--- src/sv/bded_pkg.sv ---
// Shared types, register codes and reset values for the baseline deviation event detector.
package bded_pkg;

  localparam int SAMPLE_BITS_DEF = 12;
  localparam int TIME_BITS_DEF   = 32;
  localparam int LEVEL_BITS      = 12;
  localparam int PERIOD_BITS     = 16;
  localparam int ADDR_BITS       = 5;
  localparam int DATA_BITS       = 32;
  localparam int RESULTS_MAX     = 3;
  localparam int COUNT_BITS      = 2;

  localparam logic [LEVEL_BITS-1:0]  RST_BASE_FIRST    = 12'd0;
  localparam logic [LEVEL_BITS-1:0]  RST_BASE_SECOND   = 12'd0;
  localparam logic [LEVEL_BITS-1:0]  RST_THRESHOLD     = 12'd200;
  localparam logic [PERIOD_BITS-1:0] RST_DEBOUNCE_TIME = 16'd50;
  localparam logic [PERIOD_BITS-1:0] RST_EVENT_GAP     = 16'd500;
  localparam logic [PERIOD_BITS-1:0] RST_RESEND_PERIOD = 16'd5000;
  localparam logic [PERIOD_BITS-1:0] RST_REPORT_PERIOD = 16'd1000;

  typedef enum logic [1:0] {
    KIND_DETECTED = 2'd0,
    KIND_CLEAR    = 2'd1,
    KIND_REPORT   = 2'd2
  } kind_t;

  typedef enum logic [2:0] {
    REG_BASE_FIRST    = 3'd0,
    REG_BASE_SECOND   = 3'd1,
    REG_THRESHOLD     = 3'd2,
    REG_DEBOUNCE_TIME = 3'd3,
    REG_EVENT_GAP     = 3'd4,
    REG_RESEND_PERIOD = 3'd5,
    REG_REPORT_PERIOD = 3'd6
  } reg_idx_t;

  typedef struct packed {
    logic [LEVEL_BITS-1:0]  base_first;
    logic [LEVEL_BITS-1:0]  base_second;
    logic [LEVEL_BITS-1:0]  threshold;
    logic [PERIOD_BITS-1:0] debounce_time;
    logic [PERIOD_BITS-1:0] event_gap;
    logic [PERIOD_BITS-1:0] resend_period;
    logic [PERIOD_BITS-1:0] report_period;
  } cfg_t;

  // One run is every result caused by a single request; they share the payload.
  typedef struct packed {
    kind_t [RESULTS_MAX-1:0] kinds;
    logic [COUNT_BITS-1:0]   count;
    logic [LEVEL_BITS-1:0]   intensity;
    logic [LEVEL_BITS-1:0]   deviation;
    logic                    flame;
  } run_t;

endpackage

--- src/sv/bded_cfg.sv ---
// Configuration register file behind the APB-style port.
module bded_cfg (
  input  logic                            clk,
  input  logic                            rst,
  input  logic                            psel,
  input  logic                            penable,
  input  logic                            pwrite,
  input  logic [bded_pkg::ADDR_BITS-1:0]  paddr,
  input  logic [bded_pkg::DATA_BITS-1:0]  pwdata,
  output logic [bded_pkg::DATA_BITS-1:0]  prdata,
  output logic                            pready,
  output bded_pkg::cfg_t                  cfg
);

  bded_pkg::reg_idx_t idx;
  logic               wr_en;

  assign idx    = bded_pkg::reg_idx_t'(paddr[4:2]);
  assign wr_en  = psel && penable && pwrite;
  assign pready = 1'b1;

  always_ff @(posedge clk) begin
    if (rst) begin
      cfg.base_first    <= bded_pkg::RST_BASE_FIRST;
      cfg.base_second   <= bded_pkg::RST_BASE_SECOND;
      cfg.threshold     <= bded_pkg::RST_THRESHOLD;
      cfg.debounce_time <= bded_pkg::RST_DEBOUNCE_TIME;
      cfg.event_gap     <= bded_pkg::RST_EVENT_GAP;
      cfg.resend_period <= bded_pkg::RST_RESEND_PERIOD;
      cfg.report_period <= bded_pkg::RST_REPORT_PERIOD;
    end else if (wr_en) begin
      case (idx)
        bded_pkg::REG_BASE_FIRST:    cfg.base_first    <= pwdata[bded_pkg::LEVEL_BITS-1:0];
        bded_pkg::REG_BASE_SECOND:   cfg.base_second   <= pwdata[bded_pkg::LEVEL_BITS-1:0];
        bded_pkg::REG_THRESHOLD:     cfg.threshold     <= pwdata[bded_pkg::LEVEL_BITS-1:0];
        bded_pkg::REG_DEBOUNCE_TIME: cfg.debounce_time <= pwdata[bded_pkg::PERIOD_BITS-1:0];
        bded_pkg::REG_EVENT_GAP:     cfg.event_gap     <= pwdata[bded_pkg::PERIOD_BITS-1:0];
        bded_pkg::REG_RESEND_PERIOD: cfg.resend_period <= pwdata[bded_pkg::PERIOD_BITS-1:0];
        bded_pkg::REG_REPORT_PERIOD: cfg.report_period <= pwdata[bded_pkg::PERIOD_BITS-1:0];
        default: ;
      endcase
    end
  end

  always_comb begin
    case (idx)
      bded_pkg::REG_BASE_FIRST:    prdata = bded_pkg::DATA_BITS'(cfg.base_first);
      bded_pkg::REG_BASE_SECOND:   prdata = bded_pkg::DATA_BITS'(cfg.base_second);
      bded_pkg::REG_THRESHOLD:     prdata = bded_pkg::DATA_BITS'(cfg.threshold);
      bded_pkg::REG_DEBOUNCE_TIME: prdata = bded_pkg::DATA_BITS'(cfg.debounce_time);
      bded_pkg::REG_EVENT_GAP:     prdata = bded_pkg::DATA_BITS'(cfg.event_gap);
      bded_pkg::REG_RESEND_PERIOD: prdata = bded_pkg::DATA_BITS'(cfg.resend_period);
      bded_pkg::REG_REPORT_PERIOD: prdata = bded_pkg::DATA_BITS'(cfg.report_period);
      default:                     prdata = '0;
    endcase
  end

endmodule

--- src/sv/bded_core.sv ---
// Input register, detector state and the single-pass decision logic.
module bded_core #(
  parameter int SAMPLE_BITS = bded_pkg::SAMPLE_BITS_DEF,
  parameter int TIME_BITS   = bded_pkg::TIME_BITS_DEF
) (
  input  logic                   clk,
  input  logic                   rst,
  input  bded_pkg::cfg_t         cfg,
  input  logic                   in_valid,
  output logic                   in_stall,
  input  logic                   req_type,
  input  logic [SAMPLE_BITS-1:0] sample_first,
  input  logic [SAMPLE_BITS-1:0] sample_second,
  input  logic [TIME_BITS-1:0]   time_now,
  input  logic                   link_up,
  input  logic                   free,
  output logic                   load,
  output bded_pkg::run_t         run
);

  localparam int W = (SAMPLE_BITS > bded_pkg::LEVEL_BITS) ? SAMPLE_BITS : bded_pkg::LEVEL_BITS;
  localparam logic [W-1:0] SMASK = W'({SAMPLE_BITS{1'b1}});

  logic                   s1_valid;
  logic                   s1_req_type;
  logic [SAMPLE_BITS-1:0] s1_sample_first;
  logic [SAMPLE_BITS-1:0] s1_sample_second;
  logic [TIME_BITS-1:0]   s1_time_now;
  logic                   s1_link_up;

  logic                   prev_raw, prev_raw_next;
  logic                   confirmed_flame, confirmed_flame_next;
  logic                   prev_link, prev_link_next;
  logic [TIME_BITS-1:0]   raw_change_time, raw_change_time_next;
  logic [TIME_BITS-1:0]   last_event_time, last_event_time_next;
  logic [TIME_BITS-1:0]   last_detect_time, last_detect_time_next;
  logic [TIME_BITS-1:0]   last_report_time, last_report_time_next;

  logic                   accept;
  logic                   process;
  logic [W-1:0]           s_a, s_b, b_a, b_b, d_a, d_b, dev, ao;
  logic                   raw;
  logic [TIME_BITS-1:0]   el_raw, el_event, el_detect, el_report;
  logic                   link_rise;
  logic                   resend_due;
  logic [bded_pkg::COUNT_BITS-1:0] cnt;
  bded_pkg::kind_t [bded_pkg::RESULTS_MAX-1:0] kinds;

  assign process  = s1_valid && free;
  assign in_stall = s1_valid && !free;
  assign accept   = in_valid && !in_stall;

  always_ff @(posedge clk) begin
    if (rst) begin
      s1_valid <= 1'b0;
    end else if (accept) begin
      s1_valid <= 1'b1;
    end else if (process) begin
      s1_valid <= 1'b0;
    end
  end

  always_ff @(posedge clk) begin
    if (accept) begin
      s1_req_type      <= req_type;
      s1_sample_first  <= sample_first;
      s1_sample_second <= sample_second;
      s1_time_now      <= time_now;
      s1_link_up       <= link_up;
    end
  end

  // Channel selection: the larger deviation wins, ties go to the first channel.
  assign s_a = W'(s1_sample_first);
  assign s_b = W'(s1_sample_second);
  assign b_a = W'(cfg.base_first) & SMASK;
  assign b_b = W'(cfg.base_second) & SMASK;
  assign d_a = (s_a >= b_a) ? s_a - b_a : b_a - s_a;
  assign d_b = (s_b >= b_b) ? s_b - b_b : b_b - s_b;
  assign dev = (d_a >= d_b) ? d_a : d_b;
  assign ao  = (d_a >= d_b) ? s_a : s_b;
  assign raw = dev > W'(cfg.threshold);

  assign el_raw    = s1_time_now - raw_change_time;
  assign el_event  = s1_time_now - last_event_time;
  assign el_detect = s1_time_now - last_detect_time;
  assign el_report = s1_time_now - last_report_time;

  assign link_rise = s1_link_up && !prev_link;
  // A link re-report of flame restarts the resend interval in the same step.
  assign resend_due = (link_rise && confirmed_flame) ? (cfg.resend_period == '0)
                    : (el_detect >= TIME_BITS'(cfg.resend_period));

  always_comb begin
    prev_raw_next         = prev_raw;
    confirmed_flame_next  = confirmed_flame;
    prev_link_next        = prev_link;
    raw_change_time_next  = raw_change_time;
    last_event_time_next  = last_event_time;
    last_detect_time_next = last_detect_time;
    last_report_time_next = last_report_time;
    cnt                   = '0;
    for (int i = 0; i < bded_pkg::RESULTS_MAX; i++) begin
      kinds[i] = bded_pkg::KIND_CLEAR;
    end
    if (!s1_req_type) begin
      prev_raw_next         = raw;
      confirmed_flame_next  = raw;
      last_report_time_next = s1_time_now;
      last_detect_time_next = s1_time_now;
    end else begin
      if (link_rise) begin
        if (confirmed_flame) begin
          kinds[cnt]            = bded_pkg::KIND_DETECTED;
          last_detect_time_next = s1_time_now;
        end else begin
          kinds[cnt] = bded_pkg::KIND_CLEAR;
        end
        cnt = cnt + 1'b1;
      end
      prev_link_next = s1_link_up;

      if (raw != prev_raw) begin
        prev_raw_next        = raw;
        raw_change_time_next = s1_time_now;
      end else if (el_raw >= TIME_BITS'(cfg.debounce_time)) begin
        if (raw != confirmed_flame) begin
          confirmed_flame_next = raw;
          if (el_event >= TIME_BITS'(cfg.event_gap)) begin
            last_event_time_next = s1_time_now;
            if (raw) begin
              kinds[cnt]            = bded_pkg::KIND_DETECTED;
              last_detect_time_next = s1_time_now;
            end else begin
              kinds[cnt] = bded_pkg::KIND_CLEAR;
            end
            cnt = cnt + 1'b1;
          end
        end else if (confirmed_flame && resend_due) begin
          last_detect_time_next = s1_time_now;
          kinds[cnt]            = bded_pkg::KIND_DETECTED;
          cnt                   = cnt + 1'b1;
        end
      end

      if (el_report >= TIME_BITS'(cfg.report_period)) begin
        last_report_time_next = s1_time_now;
        kinds[cnt]            = bded_pkg::KIND_REPORT;
        cnt                   = cnt + 1'b1;
      end
    end
  end

  assign load          = process && (cnt != '0);
  assign run.kinds     = kinds;
  assign run.count     = cnt;
  assign run.intensity = ao[bded_pkg::LEVEL_BITS-1:0];
  assign run.deviation = dev[bded_pkg::LEVEL_BITS-1:0];
  assign run.flame     = confirmed_flame_next;

  always_ff @(posedge clk) begin
    if (rst) begin
      prev_raw         <= 1'b0;
      confirmed_flame  <= 1'b0;
      prev_link        <= 1'b0;
      raw_change_time  <= '0;
      last_event_time  <= '0;
      last_detect_time <= '0;
      last_report_time <= '0;
    end else if (process) begin
      prev_raw         <= prev_raw_next;
      confirmed_flame  <= confirmed_flame_next;
      prev_link        <= prev_link_next;
      raw_change_time  <= raw_change_time_next;
      last_event_time  <= last_event_time_next;
      last_detect_time <= last_detect_time_next;
      last_report_time <= last_report_time_next;
    end
  end

endmodule

--- src/sv/bded_out.sv ---
// Result register that holds one run and hands out its results one per cycle while out_stall is low.
module bded_out (
  input  logic                               clk,
  input  logic                               rst,
  input  logic                               load,
  input  bded_pkg::run_t                     run_in,
  output logic                               free,
  output logic                               out_valid,
  input  logic                               out_stall,
  output logic [1:0]                         kind,
  output logic [bded_pkg::LEVEL_BITS-1:0]    intensity,
  output logic [bded_pkg::LEVEL_BITS-1:0]    deviation,
  output logic                               flame_present,
  output logic                               last_of_run
);

  logic                            run_valid;
  bded_pkg::run_t                  run;
  logic [bded_pkg::COUNT_BITS-1:0] idx;
  logic                            take;
  logic                            done;

  assign out_valid     = run_valid;
  assign kind          = run.kinds[idx];
  assign intensity     = run.intensity;
  assign deviation     = run.deviation;
  assign flame_present = run.flame;
  assign last_of_run   = (idx == run.count - 1'b1);

  assign take = run_valid && !out_stall;
  assign done = take && last_of_run;
  // The next run may be loaded in the cycle the last result of this one leaves.
  assign free = !run_valid || done;

  always_ff @(posedge clk) begin
    if (rst) begin
      run_valid <= 1'b0;
      idx       <= '0;
    end else if (load) begin
      run_valid <= 1'b1;
      idx       <= '0;
    end else if (done) begin
      run_valid <= 1'b0;
    end else if (take) begin
      idx <= idx + 1'b1;
    end
  end

  always_ff @(posedge clk) begin
    if (load) begin
      run <= run_in;
    end
  end

endmodule

--- src/sv/baseline_deviation_event_detector.sv ---
// Top level of the baseline deviation event detector.
//
//   Channel  Direction  Handshake             Payload
//   in       request    in_valid / in_stall   req_type, sample_first, sample_second,
//                                             time_now, link_up
//   out      result     out_valid / out_stall kind, intensity, deviation,
//                                             flame_present, last_of_run
//   cfg      APB access psel/penable/pwrite   paddr, pwdata, prdata, pready
//
// A request is held in the input register, decided there in a single pass, and its results
// leave the result register one per cycle while out_stall is low; the first is valid once
// the run is loaded from the input register into the result register. A request with results
// holds the result register until its last result is taken, and one with none never enters it.
// Synchronous reset clears the detector state and loads the register defaults.
// A stalled result holds the result register, which in turn stalls the input.
module baseline_deviation_event_detector #(
  parameter int SAMPLE_BITS = bded_pkg::SAMPLE_BITS_DEF,
  parameter int TIME_BITS   = bded_pkg::TIME_BITS_DEF
) (
  input  logic                            clk,
  input  logic                            rst,
  input  logic                            psel,
  input  logic                            penable,
  input  logic                            pwrite,
  input  logic [bded_pkg::ADDR_BITS-1:0]  paddr,
  input  logic [bded_pkg::DATA_BITS-1:0]  pwdata,
  output logic [bded_pkg::DATA_BITS-1:0]  prdata,
  output logic                            pready,
  input  logic                            in_valid,
  output logic                            in_stall,
  input  logic                            req_type,
  input  logic [SAMPLE_BITS-1:0]          sample_first,
  input  logic [SAMPLE_BITS-1:0]          sample_second,
  input  logic [TIME_BITS-1:0]            time_now,
  input  logic                            link_up,
  output logic                            out_valid,
  input  logic                            out_stall,
  output logic [1:0]                      kind,
  output logic [bded_pkg::LEVEL_BITS-1:0] intensity,
  output logic [bded_pkg::LEVEL_BITS-1:0] deviation,
  output logic                            flame_present,
  output logic                            last_of_run
);

  bded_pkg::cfg_t cfg;
  bded_pkg::run_t run;
  logic           load;
  logic           free;

  bded_cfg u_cfg (
    .clk     (clk),
    .rst     (rst),
    .psel    (psel),
    .penable (penable),
    .pwrite  (pwrite),
    .paddr   (paddr),
    .pwdata  (pwdata),
    .prdata  (prdata),
    .pready  (pready),
    .cfg     (cfg)
  );

  bded_core #(
    .SAMPLE_BITS (SAMPLE_BITS),
    .TIME_BITS   (TIME_BITS)
  ) u_core (
    .clk           (clk),
    .rst           (rst),
    .cfg           (cfg),
    .in_valid      (in_valid),
    .in_stall      (in_stall),
    .req_type      (req_type),
    .sample_first  (sample_first),
    .sample_second (sample_second),
    .time_now      (time_now),
    .link_up       (link_up),
    .free          (free),
    .load          (load),
    .run           (run)
  );

  bded_out u_out (
    .clk           (clk),
    .rst           (rst),
    .load          (load),
    .run_in        (run),
    .free          (free),
    .out_valid     (out_valid),
    .out_stall     (out_stall),
    .kind          (kind),
    .intensity     (intensity),
    .deviation     (deviation),
    .flame_present (flame_present),
    .last_of_run   (last_of_run)
  );

  // An empty result register never holds back the input.
  a_idle_no_stall: assert property (@(posedge clk) disable iff (rst)
    !out_valid |-> !in_stall)
    else $error("input stalled while the result register is empty");

  // The intensity report is always the final result of its run.
  a_report_last: assert property (@(posedge clk) disable iff (rst)
    out_valid && (kind == bded_pkg::KIND_REPORT) |-> last_of_run)
    else $error("intensity report not at the end of its run");

  // Once the last result is taken and nothing new is loaded, the output goes quiet.
  a_run_ends: assert property (@(posedge clk) disable iff (rst)
    out_valid && last_of_run && !out_stall && !load |=> !out_valid)
    else $error("result valid after the end of a run");

  // A new run only enters when the result register can take it.
  a_load_free: assert property (@(posedge clk) disable iff (rst)
    load |-> free)
    else $error("run loaded over a pending result");

endmodule

--- config.mk ---
export PLATFORM = sky130hd
export DESIGN_NAME = baseline_deviation_event_detector
export DESIGN_NICKNAME = d
export VERILOG_FILES = /design/src/sv/bded_pkg.sv /design/src/sv/bded_cfg.sv /design/src/sv/bded_core.sv /design/src/sv/bded_out.sv /design/src/sv/baseline_deviation_event_detector.sv
export SDC_FILE = /design/constraint.sdc
export NUM_CORES = 1
export LEC_CHECK = 0
export ABC_CLOCK_PERIOD_IN_PS = 13000
export BUFFER_PORTS_ARGS = -buffer_cell sky130_fd_sc_hd__buf_4
export CAP_MARGIN = 20
export CORE_MARGIN = 2
export CORE_UTILIZATION = 50
export CTS_CLUSTER_SIZE = 28
export DETAILED_ROUTE_END_ITERATION = 12
export GPL_TIMING_DRIVEN = 0
export PLACE_DENSITY = 0.77
export SYNTH_ARGS = -nofsm -noshare
export SYNTH_HDL_FRONTEND = slang
export SYNTH_SLANG_ARGS = --single-unit
--- constraint.sdc ---
create_clock -name clk -period 13 [get_ports clk]
set_input_delay 0.65 -clock clk [delete_from_list [all_inputs] [get_ports clk]]
set_output_delay 0.65 -clock clk [all_outputs]
set_load 0.05 [all_outputs]
[After elaboration in Yosys (flattened, before gate mapping)]
Index checks and enable logic that the tools add are counted.
Widths: inputs -> output; s select.
Storage, ports and cells
  bits in registers: 326
  input bits: 102
  output and inout bits: 63
  logic and storage cells: 167
Operators by class
  add/sub/neg operators: 12
  $lt $le $gt $ge: 13
  eq/ne operators: 11
  muxes and demuxes: 54
  bitwise operators: 10
  reduce and logical (&&, ||, !) cells: 38
Operators by type and width (count)
  $mux 32: 11
  $ge 32x16->1: 4
  $sub 32x32->32: 4
  $pmux 16 s7: 1
  $mux 12: 4
  $mux 6: 8
  $sub 12x12->12: 4
  $ge 12x12->1: 3
  $mux 2: 14
  $reduce_and 2->1: 11
  $logic_not 16->1: 1
  $logic_and 1x1->1: 13
  $mux 1: 13
  $gt 12x12->1: 1
  $eq 3x3->1 const B: 3
  $lt 2x3->1 const B: 3
  $demux 2 s2: 2
  $add 2x1->2 const B: 3
  $and 5x6->6: 1
  $eq 3x2->1 const B: 2
  $not 3->3: 2
  $not 6->6: 1
  $or 3x3->3: 2
  $reduce_and 6->1: 1
  other kinds (16): 26

[Logic depth before layout (Yosys ltp)]
  word-level depth: 18
  gate-level depth with buffers: 41
  mapped depth without buffers: 39

[Cells and area by module]
From an unflattened synthesis, not the netlist that was laid out.
Unflattened totals
  cell total of the unflattened synthesis: 3094
  area total of the unflattened synthesis: 26013.7 µm²
Modules (own cells, without submodules)
  bded_core: instances 1, cells each 2472, area an instance 19580.0 µm², seq. area each 4384.2 µm²
  bded_cfg: instances 1, cells each 535, area an instance 5034.8 µm², seq. area each 2001.9 µm²
  bded_out: instances 1, cells each 87, area an instance 1398.8 µm², seq. area each 1051.0 µm²

[Worst setup path after synthesis]
Ideal clock, no wire load.
  kind: register to register
  start point: reg u_core.s1_sample_second[0]
  end point: reg u_out.run (netlist bit u_out.deviation[0]), enable pin
  setup time: 0.393 ns
  arrival time: 8.376 ns
  required time: 12.607 ns
  setup slack: 4.231 ns
  cell stages (with the launch flop): 40
  buffers on the path: 3
  period minus slack after synthesis: 8.769 ns
  cell sequence: edfxtp_1 > inv_1 > ha_1 > inv_1 > fa_1 > a21o_1 > a21o_1 > a21o_1 > a21o_1 > a21oi_1 > o21bai_1 > o21ai_1 > buf_2 > mux2_2 > a221oi_1 > xor2_1 > ha_1 > a21o_1 > [... 4 more ...] > a221oi_1 > clkbuf_1 > nor2_1 > a21o_1 > ha_1 > a21o_1 > a21o_1 > a21oi_1 > o211ai_1 > and2_1 > clkbuf_1 > xnor2_1 > mux2i_1 > or2_2 > ha_1 > o31a_1 > a22oi_2 > and2_1
RTL lines
  start, declared: RTL line bded_core.sv:27  | logic [SAMPLE_BITS-1:0] s1_sample_second;
  start signal, assigned: RTL line bded_core.sv:67  | s1_sample_second <= sample_second;
  end signal, assigned: RTL line bded_out.sv:51  | run <= run_in;
  end, declared: RTL line bded_out.sv:18  | bded_pkg::run_t run;

==> metrics.txt <==
biggest area consumer among synthesized cells=dfxtp_1; total CTS buffers=39; slew margin rel.=26.7%; WL final=76100 um; GPL Wtd Cong=1.01; core area=51100 um^2; grt met1 use=35.6%; initial core utilization=50.4%; Tot Pwr=3.79 mW; DIE WIDTH=231 um; Final #Nets=3684; Arr. time, crit path=10.53 ns; skew final=0.0255 ns; FP Rows=83; minimum clock period after layout=10.34 ns; vias in the first global route=22000; final cell count without fillers=4019; I/O pin cnt=165; number of synthesized register bits=326; setup bufs post-CTS=0; fillcell total=4735; max cap viols=0; Peak supply drop=0.113 mV; placed cell count=3950; pre-CTS setup slack=2.80 ns; most frequent cell after synthesis=nand2_1; Mapped Cells=3126; CTS tree=built; Port Buffers=128; DIE AREA=53400 um^2; top cells by area, synth=dfxtp_1 (18%), ha_1 (13%), edfxtp_1 (11%); pin count of the biggest net entering global routing=34; gr usage total=27.9%; Netlist Area Pre-Place=25800 um^2; Static Leak=11.6 nW; Synth Warn #=0; routed length per placed instance=18.9 um; Area Growth Syn to Fin=12.1%; Critical Path Sink Type=flop; share of cells above drive strength 1=10.0%; DR pass1 iterations=8; Placed Area=27700 um^2; worst slew pin tran=1.10 ns; Slowest cell on crit path=a221oi_1; Fin Setup TNS=0 ns; CTS resizes=0; critical path data required time=13.19 ns; Post-synth EDFFs=91; Worst-Skew Late Latency=0.57 ns; DP HPWL=60500 um; DRT iter0 DRCs=1871; area of all placed cells without fillers=28900 um^2; Final Hold Fails=0; commonest register cell after synthesis=dfxtp_1; DR vias/cell=5.83; highest clock rate=0.0967 GHz; PnR worst setup slack=2.66 ns; max-slew violations=0; run status=finished, final reports clean; commonest cells in the netlist=nand2_1 (352), inv_1 (303), a21oi_1 (275); startpoint types=flop; Routed Antenna Nets=0; CTS clk-pin slew, worst paths=0.07 ns; gr ovfl total=0; DRC viols=0; utilization after layout=56.5%; first-pass GRT wire length=118000 um; worst min path class=input pin to flop; Avg Cell Area, Syn=8.24 um^2; antenna violations before repair=0; fin crit share=79.6%; maximum fanout along the worst path=33; CTS max path bufs=3; GR Util met3=4.06%; Synth async-reset ratio=0%; Crit Path Class=flop to flop; RSZ-0062 raised after global routing=no; met2 usage in global routing=46.8%; die height=231 um; clock root cell=clkbuf_16; Final setup viols=0; PwrDens=131 nW/um^2; via count=23400; critical path's largest stage delay=0.86 ns; clock sinks=326; Antenna Cells=0; Netlist cell types=112; share of the synthesized area in the top cell type=18.3%; H-tree depth=2; most used cell, CP=a21o_1; worst hold slack=0.254 ns; CTS Hold Bufs=0; GRT busiest layer=met2; Seq/Total Area, Yosys=28.9%
[critical path: cells and delay by family, from the launching register on]
family | cells | cell delay, ns
buffers and inverters | 5 | 1.34
AND/OR/NAND/NOR | 4 | 1.33
adder cells (fa/ha/maj) | 5 | 1.57
flip-flops | 1 | 0.42
XOR/XNOR | 2 | 0.42
multiplexers | 3 | 0.97
AO/OA/AOI/OAI | 19 | 3.88
[area by class of cell]
cell class / instances / area (um^2) / area share, %
Buffer: 181 / 982 / 3.40
Clock buffer: 47 / 1040 / 3.59
Clock inverter: 22 / 181 / 0.628
Inverter: 304 / 1140 / 3.95
Multi-Input combinational cell: 2330 / 16300 / 56.3
Sequential cell: 326 / 7440 / 25.7
Tap cell: 680 / 851 / 2.95
Timing Repair Buffer: 129 / 981 / 3.40
[power by group]
group | total (mW) | leakage, nW | switching [mW] | internal [mW]
clock network | 1.06 | 0.579 | 0.453 | 0.610
logic | 1.53 | 8.25 | 0.934 | 0.592
registers | 1.20 | 2.77 | 0.0598 | 1.14
total | 3.79 | 11.6 | 1.45 | 2.35
[sequential cells by signal, summed over array words and instances (netlist names), 2 cells and up]
register / count
u_core.s1_sample_first: 12
u_out.idx: 2
u_core.last_report_time: 32
u_cfg.cfg: 100
u_out.run: 8
u_core.last_event_time: 32
u_core.raw_change_time: 32
u_out.intensity: 12
u_core.s1_sample_second: 12
u_core.s1_time_now: 32
u_core.last_detect_time: 32
u_out.deviation: 12
[cells in the final DEF (no fill, tap or decap), types with 15 or more instances in the layout]
cell type / instances
a211o_1: 24
a211oi_1: 29
a21o_1: 96
a21oi_1: 275
a31oi_1: 26
and2_1: 19
and3_1: 15
buf_2: 20
buf_4: 174
clkbuf_1: 106
clkbuf_16: 40
conb_1: 17
dfxtp_1: 235
edfxtp_1: 91
ha_1: 263
inv_1: 303
mux2i_1: 158
nand2_1: 352
nand2b_1: 87
nand3_1: 32
nand4_1: 44
nor2_1: 220
nor2b_1: 23
nor3_1: 36
o211ai_1: 29
o21a_1: 35
o21ai_0: 128
or3_1: 15
xnor2_1: 63
xor2_1: 37
[cells by family (layout without fill, tap and decap cells)]
family,count (synthesis),after routing,synth area share (%)
AOI/OAI and AO/OA,857,857,22.5
xor gates and xnor gates,100,100,3.40
adders and majority gates,271,271,13.4
buffers and inverters,485,683,8.24
DFF,326,326,28.9
muxes,171,171,6.84
other,2,17,0.0291
and+or+nand+nor,914,914,16.7
[worst paths after layout]
path	to	depth (start not counted)	start	slack [ns]
max	u_out.intensity[5]	38	u_core.s1_sample_second[0]	2.66
min	u_core.s1_sample_second[10]	1	sample_second[10]	0.25
max reg2reg	u_out.intensity[5]	38	u_core.s1_sample_second[0]	2.66
min reg2reg	u_core.prev_link	2	u_core.prev_link	0.45
[per-layer routing]
metal	wire length [um]	vias up
li1	-	11400
met1	31900	10900
met2	35000	898
met3	5660	213
met4	3460	0
met5	0	-
(Power assumes the default switching activity.)
